$ cat config.mk
export PLATFORM = sky130hd
export DESIGN_NAME = hsdc_regs
export DESIGN_NICKNAME = d
export VERILOG_FILES = /design/src/hdl/hsdc_pkg.sv /design/src/hdl/hsdc_regs.sv
export SDC_FILE = /design/constraint.sdc
export NUM_CORES = 1
export LEC_CHECK = 0
export ABC_CLOCK_PERIOD_IN_PS = 900
export BUFFER_PORTS_ARGS = -buffer_cell sky130_fd_sc_hd__buf_4
export CAP_MARGIN = 20
export CORE_MARGIN = 2
export CORE_UTILIZATION = 33
export DETAILED_ROUTE_END_ITERATION = 6
export PLACE_DENSITY = 0.74
export SYNTH_ARGS = -nofsm -noshare
export SYNTH_HDL_FRONTEND = slang
export SYNTH_SLANG_ARGS = --single-unit
$ cat constraint.sdc
create_clock -name i_clk -period 0.9 [get_ports i_clk]
set_clock_uncertainty 0.2 [all_clocks]
set_input_delay 0.045 -clock i_clk [delete_from_list [all_inputs] [get_ports i_clk]]
set_output_delay 0.045 -clock i_clk [all_outputs]
set_load 0.05 [all_outputs]
$ cat src/hdl/hsdc_pkg.sv
`timescale 1ns / 1ps
`default_nettype none
// ----------------------------------------------------------------------------
// hsdc_pkg: shared types and constants for the heater slot duty controller
// Field widths, register indexes and the duty arithmetic constants.
// ----------------------------------------------------------------------------
package hsdc_pkg;

    localparam int COUNT_BITS = 16;
    localparam int PROD_BITS  = COUNT_BITS + 7;
    localparam int TEMP_BITS  = 12;
    localparam int TGT_BITS   = 11;
    localparam int DUTY_BITS  = 7;
    localparam int ERR_BITS   = 13;
    localparam int ADDR_BITS  = 4;
    localparam int DATA_BITS  = 32;

    localparam logic [DUTY_BITS-1:0] DUTY_OFF  = 7'd0;
    localparam logic [DUTY_BITS-1:0] DUTY_FULL = 7'd100;
    localparam logic [DUTY_BITS-1:0] DUTY_MOD  = 7'd101;
    localparam logic [DUTY_BITS-1:0] DUTY_STEP = 7'd10;
    localparam logic signed [ERR_BITS-1:0] ERR_SAT = 13'sd10;

    typedef enum logic [1:0] {
        REG_AUTO_MODE   = 2'd0,
        REG_TARGET_TEMP = 2'd1,
        REG_MANUAL_DUTY = 2'd2,
        REG_UNUSED      = 2'd3
    } t_reg_idx;

    typedef struct packed {
        logic                 auto_mode;
        logic [TGT_BITS-1:0]  target_temp;
        logic [DUTY_BITS-1:0] manual_duty;
    } t_cfg;

    typedef struct packed {
        logic                        slot_tick;
        logic signed [TEMP_BITS-1:0] temperature;
        logic                        read_error;
    } t_item;

    typedef struct packed {
        logic                 heater_on;
        logic [DUTY_BITS-1:0] duty_now;
    } t_result;

endpackage
`default_nettype wire

$ cat src/hdl/hsdc_regs.sv
`timescale 1ns / 1ps
`default_nettype none
// ----------------------------------------------------------------------------
// hsdc_regs: APB configuration registers
// Holds auto mode, target temperature and manual duty.
// ----------------------------------------------------------------------------
module hsdc_regs import hsdc_pkg::*; (
    input  wire logic                 i_clk,
    input  wire logic                 i_rst_n,
    input  wire logic                 psel,
    input  wire logic                 penable,
    input  wire logic                 pwrite,
    input  wire logic [ADDR_BITS-1:0] paddr,
    input  wire logic [DATA_BITS-1:0] pwdata,
    output logic      [DATA_BITS-1:0] prdata,
    output logic                      pready,
    output t_cfg                      o_cfg
);

    logic                 r_auto_mode;
    logic [TGT_BITS-1:0]  r_target_temp;
    logic [DUTY_BITS-1:0] r_manual_duty;
    logic                 w_wr;
    t_reg_idx             w_idx;

    assign pready = 1'b1;
    assign w_wr   = psel && penable && pwrite;
    assign w_idx  = t_reg_idx'(paddr[3:2]);

    always_ff @(posedge i_clk) begin
        if (!i_rst_n) begin
            r_auto_mode   <= 1'b0;
            r_target_temp <= '0;
            r_manual_duty <= '0;
        end else if (w_wr) begin
            case (w_idx)
                REG_AUTO_MODE:   r_auto_mode   <= pwdata[0];
                REG_TARGET_TEMP: r_target_temp <= pwdata[TGT_BITS-1:0];
                REG_MANUAL_DUTY: r_manual_duty <= pwdata[DUTY_BITS-1:0];
                default: ;
            endcase
        end
    end

    always_comb begin
        case (w_idx)
            REG_AUTO_MODE:   prdata = DATA_BITS'(r_auto_mode);
            REG_TARGET_TEMP: prdata = DATA_BITS'(r_target_temp);
            REG_MANUAL_DUTY: prdata = DATA_BITS'(r_manual_duty);
            default:         prdata = '0;
        endcase
    end

    assign o_cfg = '{auto_mode: r_auto_mode, target_temp: r_target_temp,
                     manual_duty: r_manual_duty};

endmodule
`default_nettype wire

[Word level (Yosys, flattened, before mapping)]
Cells that the tools add are included.
Cells by class
  eq/ne operators: 2
  reductions and logical operators: 6
  multiplexer cells: 1
Operators by type and width (number)
  $pmux W11 S3: 1
  $reduce_and A2 Y1: 3
  $eq A2 B1 Y1 const B: 1
  $eq A2 B2 Y1 const B: 1
  $logic_and A1 B1 Y1: 2
  $logic_not A2 Y1: 1
Word-level totals
  input port bits: 41
  output and inout bits: 52
  word-level logic and storage cells: 12
  register bits: 19

[Longest topological paths before layout]
  word-level depth: 3
  mapped depth: 4
  depth with buffers taken out: 3

[Worst setup path before layout]
OpenSTA, ideal clock, no wires.
  kind: reg2out
  start point: reg r_target_temp[0]
  end point: out prdata[0]
  data required time: 0.655 ns
  stages on the path, launching flop included: 3
  buffers on the path: 0
  path slack: -1.215 ns
  arrival time: 1.870 ns
  path through: dfxtp_1 -> mux2i_1 -> o21ai_0
On the way
  word-level cells in the longest chain between the ends: 1
RTL lines
  start, declared: RTL line hsdc_regs.sv:21  | logic [TGT_BITS-1:0] r_target_temp;
  start signal, assigned: RTL line hsdc_regs.sv:38  | REG_TARGET_TEMP: r_target_temp <= pwdata[TGT_BITS-1:0];
  $pmux W11 S3: RTL line hsdc_regs.sv:46  | case (w_idx)
  end, declared: RTL line hsdc_regs.sv:15  | output logic [DATA_BITS-1:0] prdata,
No other way between the ends.

[Worst setup path after layout]
  start point: reg r_target_temp[1]
  end point: out prdata[1]
Same word-level chain as after synthesis.

==> flow_summary.toml <==
[outcome]
outcome = "finished with violations"
violations = "negative hold slack, negative setup slack"

[power_and_ir_drop]
total_power_mw = 1.86
ir_worst_vdd_mv = 0.568
powerDensity_nw_per_um2 = 820
p_leak_nw = 1.02

[global_route]
grt_pass1_vias = 1070
grt_max_degree = 18
antenna_found_initial = 0
grt_remaining_overflow = 0
grt_pass1_wl_um = 5010
grt_usage = 0.189

[flow_run]
maxCapViolations = 0

[layout]
drive_gt1_frac = 0.678
insertedDiodeCount = 0
area_delta_synth_final_pct = 116
layout.nets = 250

[sta]
rsz0062_at_grt = "yes"
post-route-min-period_ps = 1310
max_freq_ghz = 0.763
finalSetupViolCount = 42
drv_slew = 0
whs_ps = -123
hold_viol = 4
fin_ws_ps = -411
period_share = 1.46

[critical_path]
crit_path_start_kind = "register"
critical_path.max_stage_delay_ps = 370
cp-end-kind = "output port"
crit_path_max_fanout = 2
path_cells = "a22o_4 > buf_6"
path_class = "reg -> out"
arrival_ps = 1070
required_ps = 650
critPathSlowestCell = "dfxtp_4"

[route]
vias_per_cell = 4.55
routed_wl_um = 3930
vias = 1147
wl_per_cell_um = 15.6
drt_iter0_drc = 46
drtAntennaViolNets = 0
dr.pass1.iters = 4
drc = 0

[yosys]
ys_warn_count = 0
syn_area_um2 = 1050
synthCells = 118
syn_avg_cell_area_um2 = 8.92
synth-seq-cells = 19
ys_seq_area_frac = 0.361
synth_cell_type_count = 17

[clocking]
clk_latency_ps = 290
cts_buffer_depth = 2
clock-sinks = 19
cts_made_buffers = 3
root_buffer = "clkbuf_4"
h-tree-depth = 1
cts_hold_buf = 10
cts_tree = "done"
clkTransAtPathRegs_ps = 120

[placement]
port-buffer-count = 47
place_hpwl_um = 2170
place_ws_ps = -266
globalplace.congestion = 0.710

[die]
io_pins = 93
start_util = 0.345
core_area_um2 = 3050
die_x_um = 60.5
die_y_um = 60.5
fp.dieArea_um2 = 3660
row_count = 20

[worst_hold_path]
hp-class = "in -> reg"
[timing repair]
| item | CTS | global route |
|---|---|---|
| endpoints found under the hold margin | 19 | 9 |
| buffers inserted | 2 | 11 |
| setup endpoints to repair | 39 | 46 |
| resized for setup | 69 | 28 |
| pin swaps | 2 | 0 |
[cell usage after synthesis, drive strengths merged]
master,count,area (um^2)
a22o,6,52.6
and2,4,25.0
buf,27,201
clkbuf,3,11.3
conb,2,7.51
dfxtp,19,380
mux2i,19,190
nand2,30,113
nand3,1,10.0
nor2b,2,12.5
nor3b,2,26.3
o21ai,1,5.00
o311ai,1,8.76
o41ai,1,8.76
[power breakdown]
part           internal (mW)  leakage, nW  switching [mW]  total [mW]
combinational          0.206        0.836           0.400       0.607
sequential             0.805        0.168          0.0106       0.815
clock                  0.165       0.0177           0.277       0.442
total                   1.18         1.02           0.688        1.86
[worst max-delay path, delay by kind of cell, from the launching register on]
kind                   cells  cell delay [ps]
AOI/OAI and AO/OA          1              240
DFF                        1              370
buffers and inverters      1              150
[sequential cells by signal, indices dropped and copies added (netlist names)]
| signal | flops |
|---|---|
| r_auto_mode | 1 |
| r_manual_duty | 7 |
| r_target_temp | 11 |
[routing by layer]
layer	share of wire	global-route usage	up-vias	routed length, um
met2	0.57	0.357	58	2230
met1	0.35	0.207	558	1370
met5	0	0	-	0
li1	-	-	525	-
met4	0.017	0.0652	0	65
met3	0.068	0.0405	6	266
[cell usage in the layout, fill, tap and decap left out, types with 2 or more instances in the layout]
master,synthesis,final
a22o_4,0,6
and2_4,0,4
buf_12,0,2
buf_4,24,28
buf_6,1,36
buf_8,0,20
clkbuf_4,0,3
conb_1,2,22
dfxtp_4,0,18
dlygate4sd3_1,0,10
mux2i_1,19,18
nand2_1,30,14
nand2_2,0,15
nor2b_1,2,2
[cell type report]
type / instances / area (um^2)
Timing Repair Buffer: 96 / 1060
Fill cell: 195 / 779
Multi-Input combinational cell: 89 / 686
Sequential cell: 19 / 449
Tap cell: 44 / 55.1
Clock buffer: 3 / 22.5
Clock inverter: 1 / 5.00
[path summary, 6_finish.rpt]
| check | start | to | slack, ps | cells after the start |
|---|---|---|---|---|
| hold / removal | pwdata[0] | r_manual_duty[0]$_SDFFE_PN0P_ | -120 | 3 |
| setup / recovery | r_target_temp[1]$_SDFFE_PN0P_ | prdata[1] | -410 | 2 |
| hold reg to reg | r_target_temp[8]$_SDFFE_PN0P_ | r_target_temp[8]$_SDFFE_PN0P_ | 320 | 2 |
| setup reg to reg | r_auto_mode$_SDFFE_PN0P_ | r_auto_mode$_SDFFE_PN0P_ | -220 | 4 |
[stage by stage]
| stage | setup TNS, ps | std cells | cell area [um^2] | utilization |
|---|---|---|---|---|
| finish | -9960 | 252 | 2270 | 0.745 |
| global route | -11670 | 252 | 2270 | 0.745 |
| CTS | -9020 | 242 | 2110 | 0.691 |
| detailed placement | -6800 | 226 | 1720 | 0.562 |
| global placement | -6130 | 226 | 1720 | 0.562 |
| floorplan | -1280 | 138 | 1290 | - |
[cell families (layout without fill, tap and decap cells)]
family	after synthesis	in the layout	synth area share
multiplexers	19	19	0.181
other	2	22	0.00714
buffers and inverters	30	100	0.202
flip-flops	19	19	0.361
AO/OA/AOI/OAI	9	9	0.0713
AND/OR/NAND/NOR	39	39	0.177
Power figures use the tool's default switching activity.
