## config.mk

```make
export PLATFORM = sky130hd
export DESIGN_NAME = hsdc_core
export DESIGN_NICKNAME = d
export VERILOG_FILES = /design/src/hdl/hsdc_pkg.sv /design/src/hdl/hsdc_core.sv
export SDC_FILE = /design/constraint.sdc
export NUM_CORES = 1
export LEC_CHECK = 0
export BUFFER_PORTS_ARGS = -buffer_cell sky130_fd_sc_hd__buf_2
export CORE_MARGIN = 2
export CORE_UTILIZATION = 65
export CTS_CLUSTER_DIAMETER = 40
export DETAILED_ROUTE_END_ITERATION = 6
export PLACE_DENSITY = 0.93
export SYNTH_ARGS = -nofsm -noshare
export SYNTH_HDL_FRONTEND = slang
export SYNTH_SLANG_ARGS = --single-unit
```

## constraint.sdc

```tcl
create_clock -name i_clk -period 10 [get_ports i_clk]
set_input_delay 0.5 -clock i_clk [delete_from_list [all_inputs] [get_ports i_clk]]
set_output_delay 0.5 -clock i_clk [all_outputs]
set_load 0.05 [all_outputs]
```

## src/hdl/hsdc_pkg.sv

```systemverilog
`timescale 1ns / 1ps
`default_nettype none
// ----------------------------------------------------------------------------
// hsdc_pkg: shared types and constants for the heater slot duty controller
// Field widths, register indexes and the duty arithmetic constants.
// ----------------------------------------------------------------------------
package hsdc_pkg;

    localparam int COUNT_BITS = 16;
    localparam int PROD_BITS  = COUNT_BITS + 7;
    localparam int TEMP_BITS  = 12;
    localparam int TGT_BITS   = 11;
    localparam int DUTY_BITS  = 7;
    localparam int ERR_BITS   = 13;
    localparam int ADDR_BITS  = 4;
    localparam int DATA_BITS  = 32;

    localparam logic [DUTY_BITS-1:0] DUTY_OFF  = 7'd0;
    localparam logic [DUTY_BITS-1:0] DUTY_FULL = 7'd100;
    localparam logic [DUTY_BITS-1:0] DUTY_MOD  = 7'd101;
    localparam logic [DUTY_BITS-1:0] DUTY_STEP = 7'd10;
    localparam logic signed [ERR_BITS-1:0] ERR_SAT = 13'sd10;

    typedef enum logic [1:0] {
        REG_AUTO_MODE   = 2'd0,
        REG_TARGET_TEMP = 2'd1,
        REG_MANUAL_DUTY = 2'd2,
        REG_UNUSED      = 2'd3
    } t_reg_idx;

    typedef struct packed {
        logic                 auto_mode;
        logic [TGT_BITS-1:0]  target_temp;
        logic [DUTY_BITS-1:0] manual_duty;
    } t_cfg;

    typedef struct packed {
        logic                        slot_tick;
        logic signed [TEMP_BITS-1:0] temperature;
        logic                        read_error;
    } t_item;

    typedef struct packed {
        logic                 heater_on;
        logic [DUTY_BITS-1:0] duty_now;
    } t_result;

endpackage
`default_nettype wire

```

## src/hdl/hsdc_core.sv

```systemverilog
`timescale 1ns / 1ps
`default_nettype none
// ----------------------------------------------------------------------------
// hsdc_core: slot counters, heater level and duty selection
// Applies one pass per step; presents the result of that pass.
// ----------------------------------------------------------------------------
module hsdc_core import hsdc_pkg::*; (
    input  wire logic i_clk,
    input  wire logic i_rst_n,
    input  wire logic i_step,
    input  t_item     i_item,
    input  t_cfg      i_cfg,
    output t_result   o_result
);

    localparam logic [COUNT_BITS-1:0] COUNT_MAX = '1;

    logic [DUTY_BITS-1:0]  r_duty;
    logic [COUNT_BITS-1:0] r_total;
    logic [COUNT_BITS-1:0] r_heated;
    logic                  r_level;
    logic [DUTY_BITS-1:0]  n_duty;
    logic [COUNT_BITS-1:0] n_total;
    logic [COUNT_BITS-1:0] n_heated;
    logic                  n_level;

    logic                  w_restart;
    logic [COUNT_BITS-1:0] w_total_inc;
    logic [COUNT_BITS-1:0] w_heated_base;
    logic [PROD_BITS-1:0]  w_lhs;
    logic [PROD_BITS-1:0]  w_rhs;
    logic                  w_heat;
    logic signed [ERR_BITS-1:0] w_err;
    logic [DUTY_BITS-1:0]  w_auto_duty;
    logic [DUTY_BITS-1:0]  w_man_duty;

    // slot decision: restart counters at full scale, then count this slot
    assign w_restart     = (r_total == COUNT_MAX);
    assign w_total_inc   = w_restart ? COUNT_BITS'(1) : r_total + COUNT_BITS'(1);
    assign w_heated_base = (w_restart || r_total == '0) ? '0 : r_heated;
    assign w_lhs  = PROD_BITS'(w_heated_base) * PROD_BITS'(DUTY_FULL);
    assign w_rhs  = PROD_BITS'(r_duty) * PROD_BITS'(w_total_inc);
    assign w_heat = (w_heated_base == '0) || (w_lhs <= w_rhs);

    // duty selection
    assign w_err = $signed({2'b00, i_cfg.target_temp})
                 - $signed({i_item.temperature[TEMP_BITS-1], i_item.temperature});

    always_comb begin
        if (i_item.read_error || w_err < 0) begin
            w_auto_duty = DUTY_OFF;
        end else if (w_err > ERR_SAT) begin
            w_auto_duty = DUTY_FULL;
        end else begin
            w_auto_duty = DUTY_BITS'(w_err[3:0]) * DUTY_STEP;
        end
    end

    assign w_man_duty = (i_cfg.manual_duty >= DUTY_MOD) ? i_cfg.manual_duty - DUTY_MOD
                                                        : i_cfg.manual_duty;

    always_comb begin
        n_total  = r_total;
        n_heated = r_heated;
        n_level  = r_level;
        if (i_item.slot_tick) begin
            if (r_duty == DUTY_OFF) begin
                n_level = 1'b0;
            end else if (r_duty == DUTY_FULL) begin
                n_level = 1'b1;
            end else begin
                n_total  = w_total_inc;
                n_heated = w_heated_base + COUNT_BITS'(w_heat);
                n_level  = w_heat;
            end
        end
        n_duty = i_cfg.auto_mode ? w_auto_duty : w_man_duty;
        if (n_duty != r_duty) begin
            n_total  = '0;
            n_heated = '0;
        end
    end

    always_ff @(posedge i_clk) begin
        if (!i_rst_n) begin
            r_duty   <= '0;
            r_total  <= '0;
            r_heated <= '0;
            r_level  <= 1'b0;
        end else if (i_step) begin
            r_duty   <= n_duty;
            r_total  <= n_total;
            r_heated <= n_heated;
            r_level  <= n_level;
        end
    end

    assign o_result = '{heater_on: n_level, duty_now: n_duty};

    a_duty_range: assert property (@(posedge i_clk) disable iff (!i_rst_n)
        r_duty <= DUTY_FULL) else $error("duty above full scale");

    a_heated_le_total: assert property (@(posedge i_clk) disable iff (!i_rst_n)
        r_heated <= r_total) else $error("heated slots exceed total slots");

    a_off_duty: assert property (@(posedge i_clk) disable iff (!i_rst_n)
        (i_step && i_item.slot_tick && r_duty == DUTY_OFF) |=> !r_level)
        else $error("heater on at zero duty");

    a_change_clears: assert property (@(posedge i_clk) disable iff (!i_rst_n)
        (i_step && n_duty != r_duty) |=> (r_total == '0 && r_heated == '0))
        else $error("duty change left counters running");

endmodule
`default_nettype wire

```

* After elaboration in Yosys (flattened, before gate mapping)
Cells that the tools add are included.
** Storage, ports and cells
- Output and inout bits :: 8
- Logic and storage cells :: 45
- Input bits :: 36
- Register bits after elaboration :: 40
** Cells by class
- $lt $le $gt $ge :: 4
- Muxes and demuxes :: 17
- Reductions and logical operators :: 8
- Multipliers :: 3
- $add $sub $neg :: 4
- Equal/unequal tests :: 5
** Operator list (count)
- $mux 16 :: 10
- $logic_not 16->1 :: 2
- $mux 7 :: 4
- $le 23x23->1 :: 1
- $mul 7x16->23 :: 1
- $mul 16x5->21 const B :: 1
- $add 16x1->16 :: 1
- $add 16x1->16 const B :: 1
- $eq 16x16->1 const B :: 1
- $gt 13x5->1 const B :: 1
- $lt 13x1->1 const B :: 1
- $sub 12x12->13 :: 1
- $eq 7x7->1 const B :: 1
- $ge 7x7->1 const B :: 1
- $logic_not 7->1 :: 1
- $ne 7x7->1 :: 1
- $sub 7x7->7 const B :: 1
- $mul 4x3->6 const B :: 1
- $ne 2x1->1 const B :: 2
- $reduce_and 4->1 :: 1
- $logic_or 1x1->1 :: 3
- $mux 1 :: 3
- $reduce_bool 2->1 :: 1

* Depth between registers and ports, before layout
Gate-level depths: netlist of the first run.
- Depth after elaboration :: 11
- Gate-level depth with buffers :: 45
- Mapped depth without buffers :: 44

* Least setup slack after synthesis of the first run
OpenSTA, ideal clock, no wires.
- Path kind :: register to register
- Start point :: register r_total[0]
- End point :: register r_heated[14]
- Data arrival time :: 8.640 ns
- Stages on the path, launching flop included :: 42
- Library setup time :: 0.129 ns
- Path slack :: 1.231 ns
- Path buffers :: 2
- Clock period less this slack :: 8.769 ns
- Path through :: dfxtp_1 > ha_1 > nand4_1 > nor2_1 > and2_0 > and3_1 > buf_1 > clkbuf_1 > nor3_1 > fa_1 > inv_1 > fa_1 > fa_1 > inv_1 > fa_1 > ha_1 > o21ai_0 > a21o_1 > (+6 left out) > a21o_1 > a21o_1 > a21o_1 > a21o_1 > a21o_1 > a21o_1 > a221oi_1 > o31ai_1 > nand2_1 > ha_1 > and3_1 > and3_1 > and2_1 > nand4_1 > a21oi_1 > o31ai_1 > nand3_1 > o41ai_1
** Between the ends
- Word-level cells in the longest chain between the ends :: 11
** RTL lines
- start: declaration :: line hsdc_core.sv:19 : logic [COUNT_BITS-1:0] r_total;
- start signal: assignment :: line hsdc_core.sv:92 : r_total <= n_total;
- parallel branches: the longest is 6 deep, another holds $mul 7x16->23
- $add 16x1->16 * :: line hsdc_core.sv:73 : n_heated = w_heated_base + COUNT_BITS'(w_heat);
- $mux 16 * :: line hsdc_core.sv:69 : end else if (r_duty == DUTY_FULL) begin
- $mux 16 * :: line hsdc_core.sv:67 : if (r_duty == DUTY_OFF) begin
- $mux 16 * :: line hsdc_core.sv:66 : if (i_item.slot_tick) begin
- $mux 16 * :: line hsdc_core.sv:78 : if (n_duty != r_duty) begin
- end signal: assignment :: line hsdc_core.sv:93 : r_heated <= n_heated;
- end: declaration :: line hsdc_core.sv:20 : logic [COUNT_BITS-1:0] r_heated;
Mark *: on every way between the ends. The select of a mux whose other input is x is not followed.
A chain may end at the register's enable or synchronous reset.

* Final worst setup path of the first run
- Start point :: register r_total[2]
- End point :: register r_heated[14]
The elaborated chain is that of the path after synthesis.

==> qor.txt, run 1 <==
status = finished, final reports clean
maximum number of pins on one net before global-route repair = 33
Max Cap Viol = 0
HP Start = r_level
Pins Over Slew Limit = 0
vias in the first global route = 8,358
M1 GR Usage = 0.413
Crit Path Class = flip-flop to flip-flop
Hold Path Sink = r_level
number of distinct library cells after synthesis = 72
Tightest Pin Transition = 1.08 ns
total global routing track utilization = 0.324
Finished Cell Area = 9650 um2
r2r setup slk = 0.41 ns
Inst Count DP = 1,340
Worst path top cell family by delay = adder cells
area delta synth->final = 5.57%
TritonRoute pass-1 iters = 7
root buf cell = clkbuf_16
Seq/Total Area, Yosys = 0.0876
# IOs = 44
Post-synth EDFFs = 0
CP endpoint kind = flip-flop
die width = 123 um
R2R depth = 43
CTS tree = yes
first-pass GRT wire length = 39,200 um
number of buffers created by CTS = 5
Finish-stage setup viols = 0
Via density = 6.41
yosys warns = 0
# diodes = 0
WP buf/inv = 4
TritonCTS Sinks = 40
WP data arrival = 9.73 ns
initial DRC count = 889
Async SR Flop Fraction = 0
core area = 13,800 um2
slowest CP cell = fa_1
proportion of layout cells with a drive suffix above 1 = 0.0745
VDD IR-drop max = 0.0871 mV
worst hold stages = 2
CTS Buffer Depth = 2
Clock Latency Late Sink = 0.29 ns
vias = 8,643
Initial Util = 0.661
Fmax = 104 MHz
met2 global-route usage = 0.539
Non-Filler Instances = 1,348
GRT overflow = 0
RSZ-0062 raised after global routing = false
ANT nets after route = 0
Req. time, crit path = 10.14 ns
cell mode on critical path = a21o_1
row count = 43
Die ar. = 15,000 um2
Hold Crit Class = flip-flop to flip-flop
Clock transition at path regs = 0.06 ns
DP Area = 9470 um2
CP max FO = 8
gr busiest metal = met2
Final Skew = 0.00718 ns
power density cells = 52.1 nW/um2
post-synthesis average cell area = 7.94 um2
Reg2Reg Capture Point = r_heated[14]
Final GP Congestion = 0.946
initial antenna violation count = 0
Fillers = 1,018
final worst path period share = 0.959
prevailing post-synth register cell = dfxtp_1
Syn Inst Count = 1,151
H-Tree Depth = 2
DRC = 0
Slew headroom = 0.278
Layout Nets = 1,428
# port buffers = 43
Tmin final = 9.59 ns
DP Wirelength = 19,100 um
met3 usage = 0.0437
die height = 123 um
Reg-to-Reg Start = r_total[2]
Hold Vio Cnt, Final = 0
Worst setup SP type = flip-flop
biggest cell delay along the critical path = 0.55 ns
Synthesized Nets = 1,412
Hold WS = 0.472 ns
wire length per cell = 17.9 um
Seq cells post-synth = 40
Total Wirelength = 24,100 um
setup TNS = 0 ns
synthesized area = 9140 um2
P_leak = 4.99 nW
==> layout make-up <==
cell class	count	area, um2	area share
inverters	155	582	0.0603
clock inverters	2	13.8	0.00143
repair buffers	50	268	0.0277
flip-flops and latches	40	802	0.0831
clock buffers	6	139	0.0144
well taps	180	225	0.0233
multi-input cells	915	7620	0.790
==> tightest hold or removal path, delay by kind of cell (launching register included) <==
family,cells,cell delay [ns]
compound gates,1,0.06
flops,1,0.31
simple gates,1,0.06
==> synth_stat cells, drive strengths merged (8+ instances only) <==
library cell / count / share of area
nand3: 33 / 0.019
o21ai: 22 / 0.012
xor2: 25 / 0.024
nor3: 26 / 0.015
buf: 8 / 0.0053
nand2b: 11 / 0.0075
a21oi: 64 / 0.037
o31ai: 19 / 0.016
mux2i: 8 / 0.0088
a211oi: 9 / 0.0090
nor2: 68 / 0.028
dfxtp: 40 / 0.088
inv: 154 / 0.063
xnor2: 39 / 0.037
a21o: 30 / 0.025
and3: 17 / 0.012
nand2: 119 / 0.049
nor2b: 28 / 0.019
or3: 10 / 0.0068
fa: 82 / 0.18
clkbuf: 33 / 0.014
and2: 40 / 0.027
ha: 143 / 0.20
nand4: 30 / 0.021
==> placed cells by master (no fill, tap or decap), types with 8 or more instances in the layout <==
cell type,netlist,final
inv_1,154,154
ha_1,143,141
nand2_1,119,118
fa_1,82,82
nor2_1,68,67
a21oi_1,62,62
buf_2,3,43
and2_1,39,40
xnor2_1,39,39
dfxtp_1,40,39
nand3_1,32,31
a21o_1,30,30
nand4_1,30,30
nor2b_1,28,28
xor2_1,25,25
nor3_1,25,25
o31ai_1,19,18
o21ai_0,18,18
and3_1,17,17
nand2b_1,11,11
or3_1,10,10
mux2i_1,8,8
==> through the flow <==
stage / total power [mW] / setup WS [ns] / util
finish: 0.503 / 0.409 / 0.698
global route: 0.519 / 0.0479 / 0.698
CTS: 0.496 / 0.152 / 0.696
detailed placement: 0.331 / 0.286 / 0.685
global placement: 0.327 / 0.794 / 0.685
floorplan: 0.288 / 1.23 / -
==> layer usage <==
layer	vias up	part of all wire
met1	4069	0.40
met2	500	0.47
met4	0	0.049
met5	-	0
li1	3957	-
met3	117	0.086
==> state kept, by name, indices dropped and copies added (netlist names) <==
| signal | cells |
|---|---|
| r_duty | 7 |
| r_heated | 16 |
| r_level | 1 |
| r_total | 16 |
==> cell families (layout without fill, tap and decap cells) <==
kind of cell               count (synthesis)  in the layout  share of synthesized area
AOI/OAI and AO/OA                        209            209                      0.158
buffers and inverters                    196            213                     0.0825
DFF                                       40             40                     0.0876
adders and majority gates                225            225                      0.375
and+or+nand+nor                          406            406                      0.223
xor gates and xnor gates                  64             64                     0.0613
muxes                                     11             11                     0.0125
==> timing repair <==
item | CTS | global route
buffers inserted | 0 | 0
gates resized for setup | 0 | 8
setup endpoints to repair | 0 | 10
hold buffers | 0 | 0
==> worst max path at each step <==
stage | depth (start not counted) | endpoint | startpoint | slack, ns
after floorplan | 41 | r_heated[14] | r_total[0] | 1.23
after global placement | 43 | r_heated[14] | r_total[0] | 0.79
after detailed placement | 43 | r_heated[14] | r_total[0] | 0.29
after CTS | 43 | r_heated[14] | r_total[0] | 0.15
after global routing | 43 | r_heated[14] | r_total[1] | 0.05
final | 43 | r_heated[14] | r_total[2] | 0.41
==> power breakdown <==
group / switching [mW] / total [mW] / internal, mW / leakage (nW)
registers: 0.00741 / 0.169 / 0.161 / 0.324
clock network: 0.0697 / 0.170 / 0.0998 / 0.0772
logic: 0.108 / 0.165 / 0.0566 / 4.59
total: 0.186 / 0.503 / 0.318 / 4.99
Note: power is estimated with default switching activity, not from simulation.
==> inputs of run 2 (changes only) <==
--- a/config.mk
+++ b/config.mk
@@ -6,8 +6,10 @@
 export NUM_CORES = 1
 export LEC_CHECK = 0
 export BUFFER_PORTS_ARGS = -buffer_cell sky130_fd_sc_hd__buf_2
+export CELL_PAD_IN_SITES_DETAIL_PLACEMENT = 1
+export CELL_PAD_IN_SITES_GLOBAL_PLACEMENT = 1
 export CORE_MARGIN = 2
-export CORE_UTILIZATION = 65
+export CORE_UTILIZATION = 49
 export CTS_CLUSTER_DIAMETER = 40
 export DETAILED_ROUTE_END_ITERATION = 6
 export PLACE_DENSITY = 0.93
==> run 2 against run 1 <==
Setup slack gained 0.059 ns; sequential cell count is the same; routed wire length grew 24%; worst hold slack gained 0.0052 ns; largest cell class unchanged; highest routed layer unchanged.
==> qor.txt, run 2 (same netlist as run 1, synthesis figures left out) <==
Final GP Congestion = 0.950 (+0.43%)
vias = 8,755 (+1.3%)
total global routing track utilization = 0.304 (-0.0197)
Hold Crit Class = flip-flop to flip-flop
Req. time, crit path = 10.17 ns (+0.03 ns)
Die ar. = 19,800 um2 (+32%)
RSZ-0062 raised after global routing = false
CTS Buffer Depth = 2 (unchanged)
WP data arrival = 9.70 ns (-0.03 ns)
Max Cap Viol = 0 (unchanged)
Initial Util = 0.504 (-0.157)
Crit Path Class = flip-flop to flip-flop
Slew headroom = 0.351 (+0.0730)
setup TNS = 0 ns (unchanged)
maximum number of pins on one net before global-route repair = 33 (unchanged)
Fmax = 105 MHz (+0.62%)
Pins Over Slew Limit = 0 (unchanged)
DRC = 0 (unchanged)
Tightest Pin Transition = 0.973 ns (-0.108 ns)
final worst path period share = 0.953 (-0.00593)
cell mode on critical path = a21o_1
commonest non-fill, non-tap cell in the layout = inv_1
biggest regs = r_heated (16), r_total (16), r_duty (7)
Worst setup SP type = flip-flop
first-pass GRT wire length = 48,600 um (+24%)
Finished Cell Area = 9760 um2 (+1.2%)
Total Wirelength = 29,800 um (+24%)
TritonRoute pass-1 iters = 5 (-2)
vias in the first global route = 9,673 (+16%)
Fillers = 2,254 (+120%)
Clock Latency Late Sink = 0.30 ns (about the same)
Hold Vio Cnt, Final = 0 (unchanged)
area delta synth->final = 6.82%
DP Area = 9560 um2 (+0.88%)
CTS tree = yes
initial antenna violation count = 0 (unchanged)
biggest cell delay along the critical path = 0.56 ns (about the same)
Worst path top cell family by delay = adder cells
Tmin final = 9.53 ns (-0.0593 ns)
status = finished, final reports clean
most frequent cells in the layout = 154 x inv_1, 141 x ha_1, 118 x nand2_1
TritonCTS Sinks = 40 (unchanged)
initial DRC count = 685 (-23%)
proportion of layout cells with a drive suffix above 1 = 0.0794 (+0.00487)
# diodes = 0 (unchanged)
Clock transition at path regs = 0.06 ns (about the same)
CP max FO = 8 (unchanged)
# port buffers = 43 (unchanged)
# IOs = 44 (unchanged)
WP buf/inv = 4 (unchanged)
core area = 18,100 um2 (+31%)
Layout Nets = 1,432 (+0.28%)
CP endpoint kind = flip-flop
number of buffers created by CTS = 5 (unchanged)
power density cells = 54.1 nW/um2 (+3.8%)
row count = 49 (+14%)
die height = 141 um (+15%)
slowest CP cell = fa_1
wire length per cell = 21.3 um (+19%)
root buf cell = clkbuf_16
GRT overflow = 0 (unchanged)
Finish-stage setup viols = 0 (unchanged)
P_leak = 5.01 nW (+0.45%)
r2r setup slk = 0.47 ns (+0.06 ns)
DP Wirelength = 23,900 um (+25%)
Final Skew = 0.00509 ns (-0.00209 ns)
H-Tree Depth = 2 (unchanged)
ANT nets after route = 0 (unchanged)
VDD IR-drop max = 0.0604 mV (-31%)
Via density = 6.25 (-2.5%)
die width = 141 um (+15%)
==> run 2: changes by cell type in the layout (fill, tap and decap cells not counted), sizes merged <==
cell,change
buf,+4
clkinvlp,+1
clkbuf,-1
bufinv,+1
inv,-1
==> run 2: what timing repair did <==
action | CTS | global route
endpoints found under the hold margin | 0 | 0
setup buffers | 0 | 1
endpoints found under the setup margin | 3 | 16
resized for setup | 2 | 10
hold buffers | 0 | 0
pin swaps | 0 | 1
==> run 2: area by class of cell <==
| class | instances | area [um2] | share of cell area |
|---|---|---|---|
| Timing Repair Buffer | 54 | 298 | 0.0305 |
| Clock inverter | 3 | 42.5 | 0.00436 |
| Tap cell | 229 | 287 | 0.0293 |
| Sequential cell | 40 | 802 | 0.0821 |
| Clock buffer | 5 | 125 | 0.0128 |
| Inverter | 155 | 582 | 0.0596 |
| Multi-Input combinational cell | 915 | 7630 | 0.781 |
==> run 2: layer usage <==
layer  track usage  vias up  share of wire
met5             0        -              0
met4         0.151        0          0.050
met3        0.0394      119          0.065
met2         0.538      411           0.49
met1         0.366     4258           0.40
li1              -     3967              -
==> run 2: metrics by stage <==
step                cells   util  power [mW]  worst slack, ns  hold slack (ns)
global placement     1392  0.527       0.332            0.629            0.441
CTS                  1400  0.536       0.525           0.0128            0.469
finish               1401  0.538       0.529            0.468            0.477
global route         1401  0.538       0.549           0.0353            0.487
floorplan            1151      -       0.288             1.23            0.432
detailed placement   1392  0.527       0.339           0.0686            0.463
==> run 2: worst paths after layout <==
kind | from | end | cells after the start
hold / removal | r_heated[0] | r_heated[0] | 2
hold reg to reg | r_heated[0] | r_heated[0] | 2
setup reg to reg | r_total[2] | r_heated[14] | 43
setup / recovery | r_total[2] | r_heated[14] | 43
==> run 2: power by group <==
part	switching, mW	internal (mW)
clock network	0.0721	0.117
registers	0.00506	0.161
logic	0.115	0.0576
==> run 2: worst reg2reg max path: cells and delay by family, from the launching register on <==
kind                     cells  cell delay [ns]
adder cells (fa/ha/maj)      7             3.02
AO/OA/AOI/OAI               18             2.95
AND/OR/NAND/NOR             13             2.55
flip-flops                   1             0.47
buffers and inverters        4             0.24
XOR/XNOR                     1             0.18
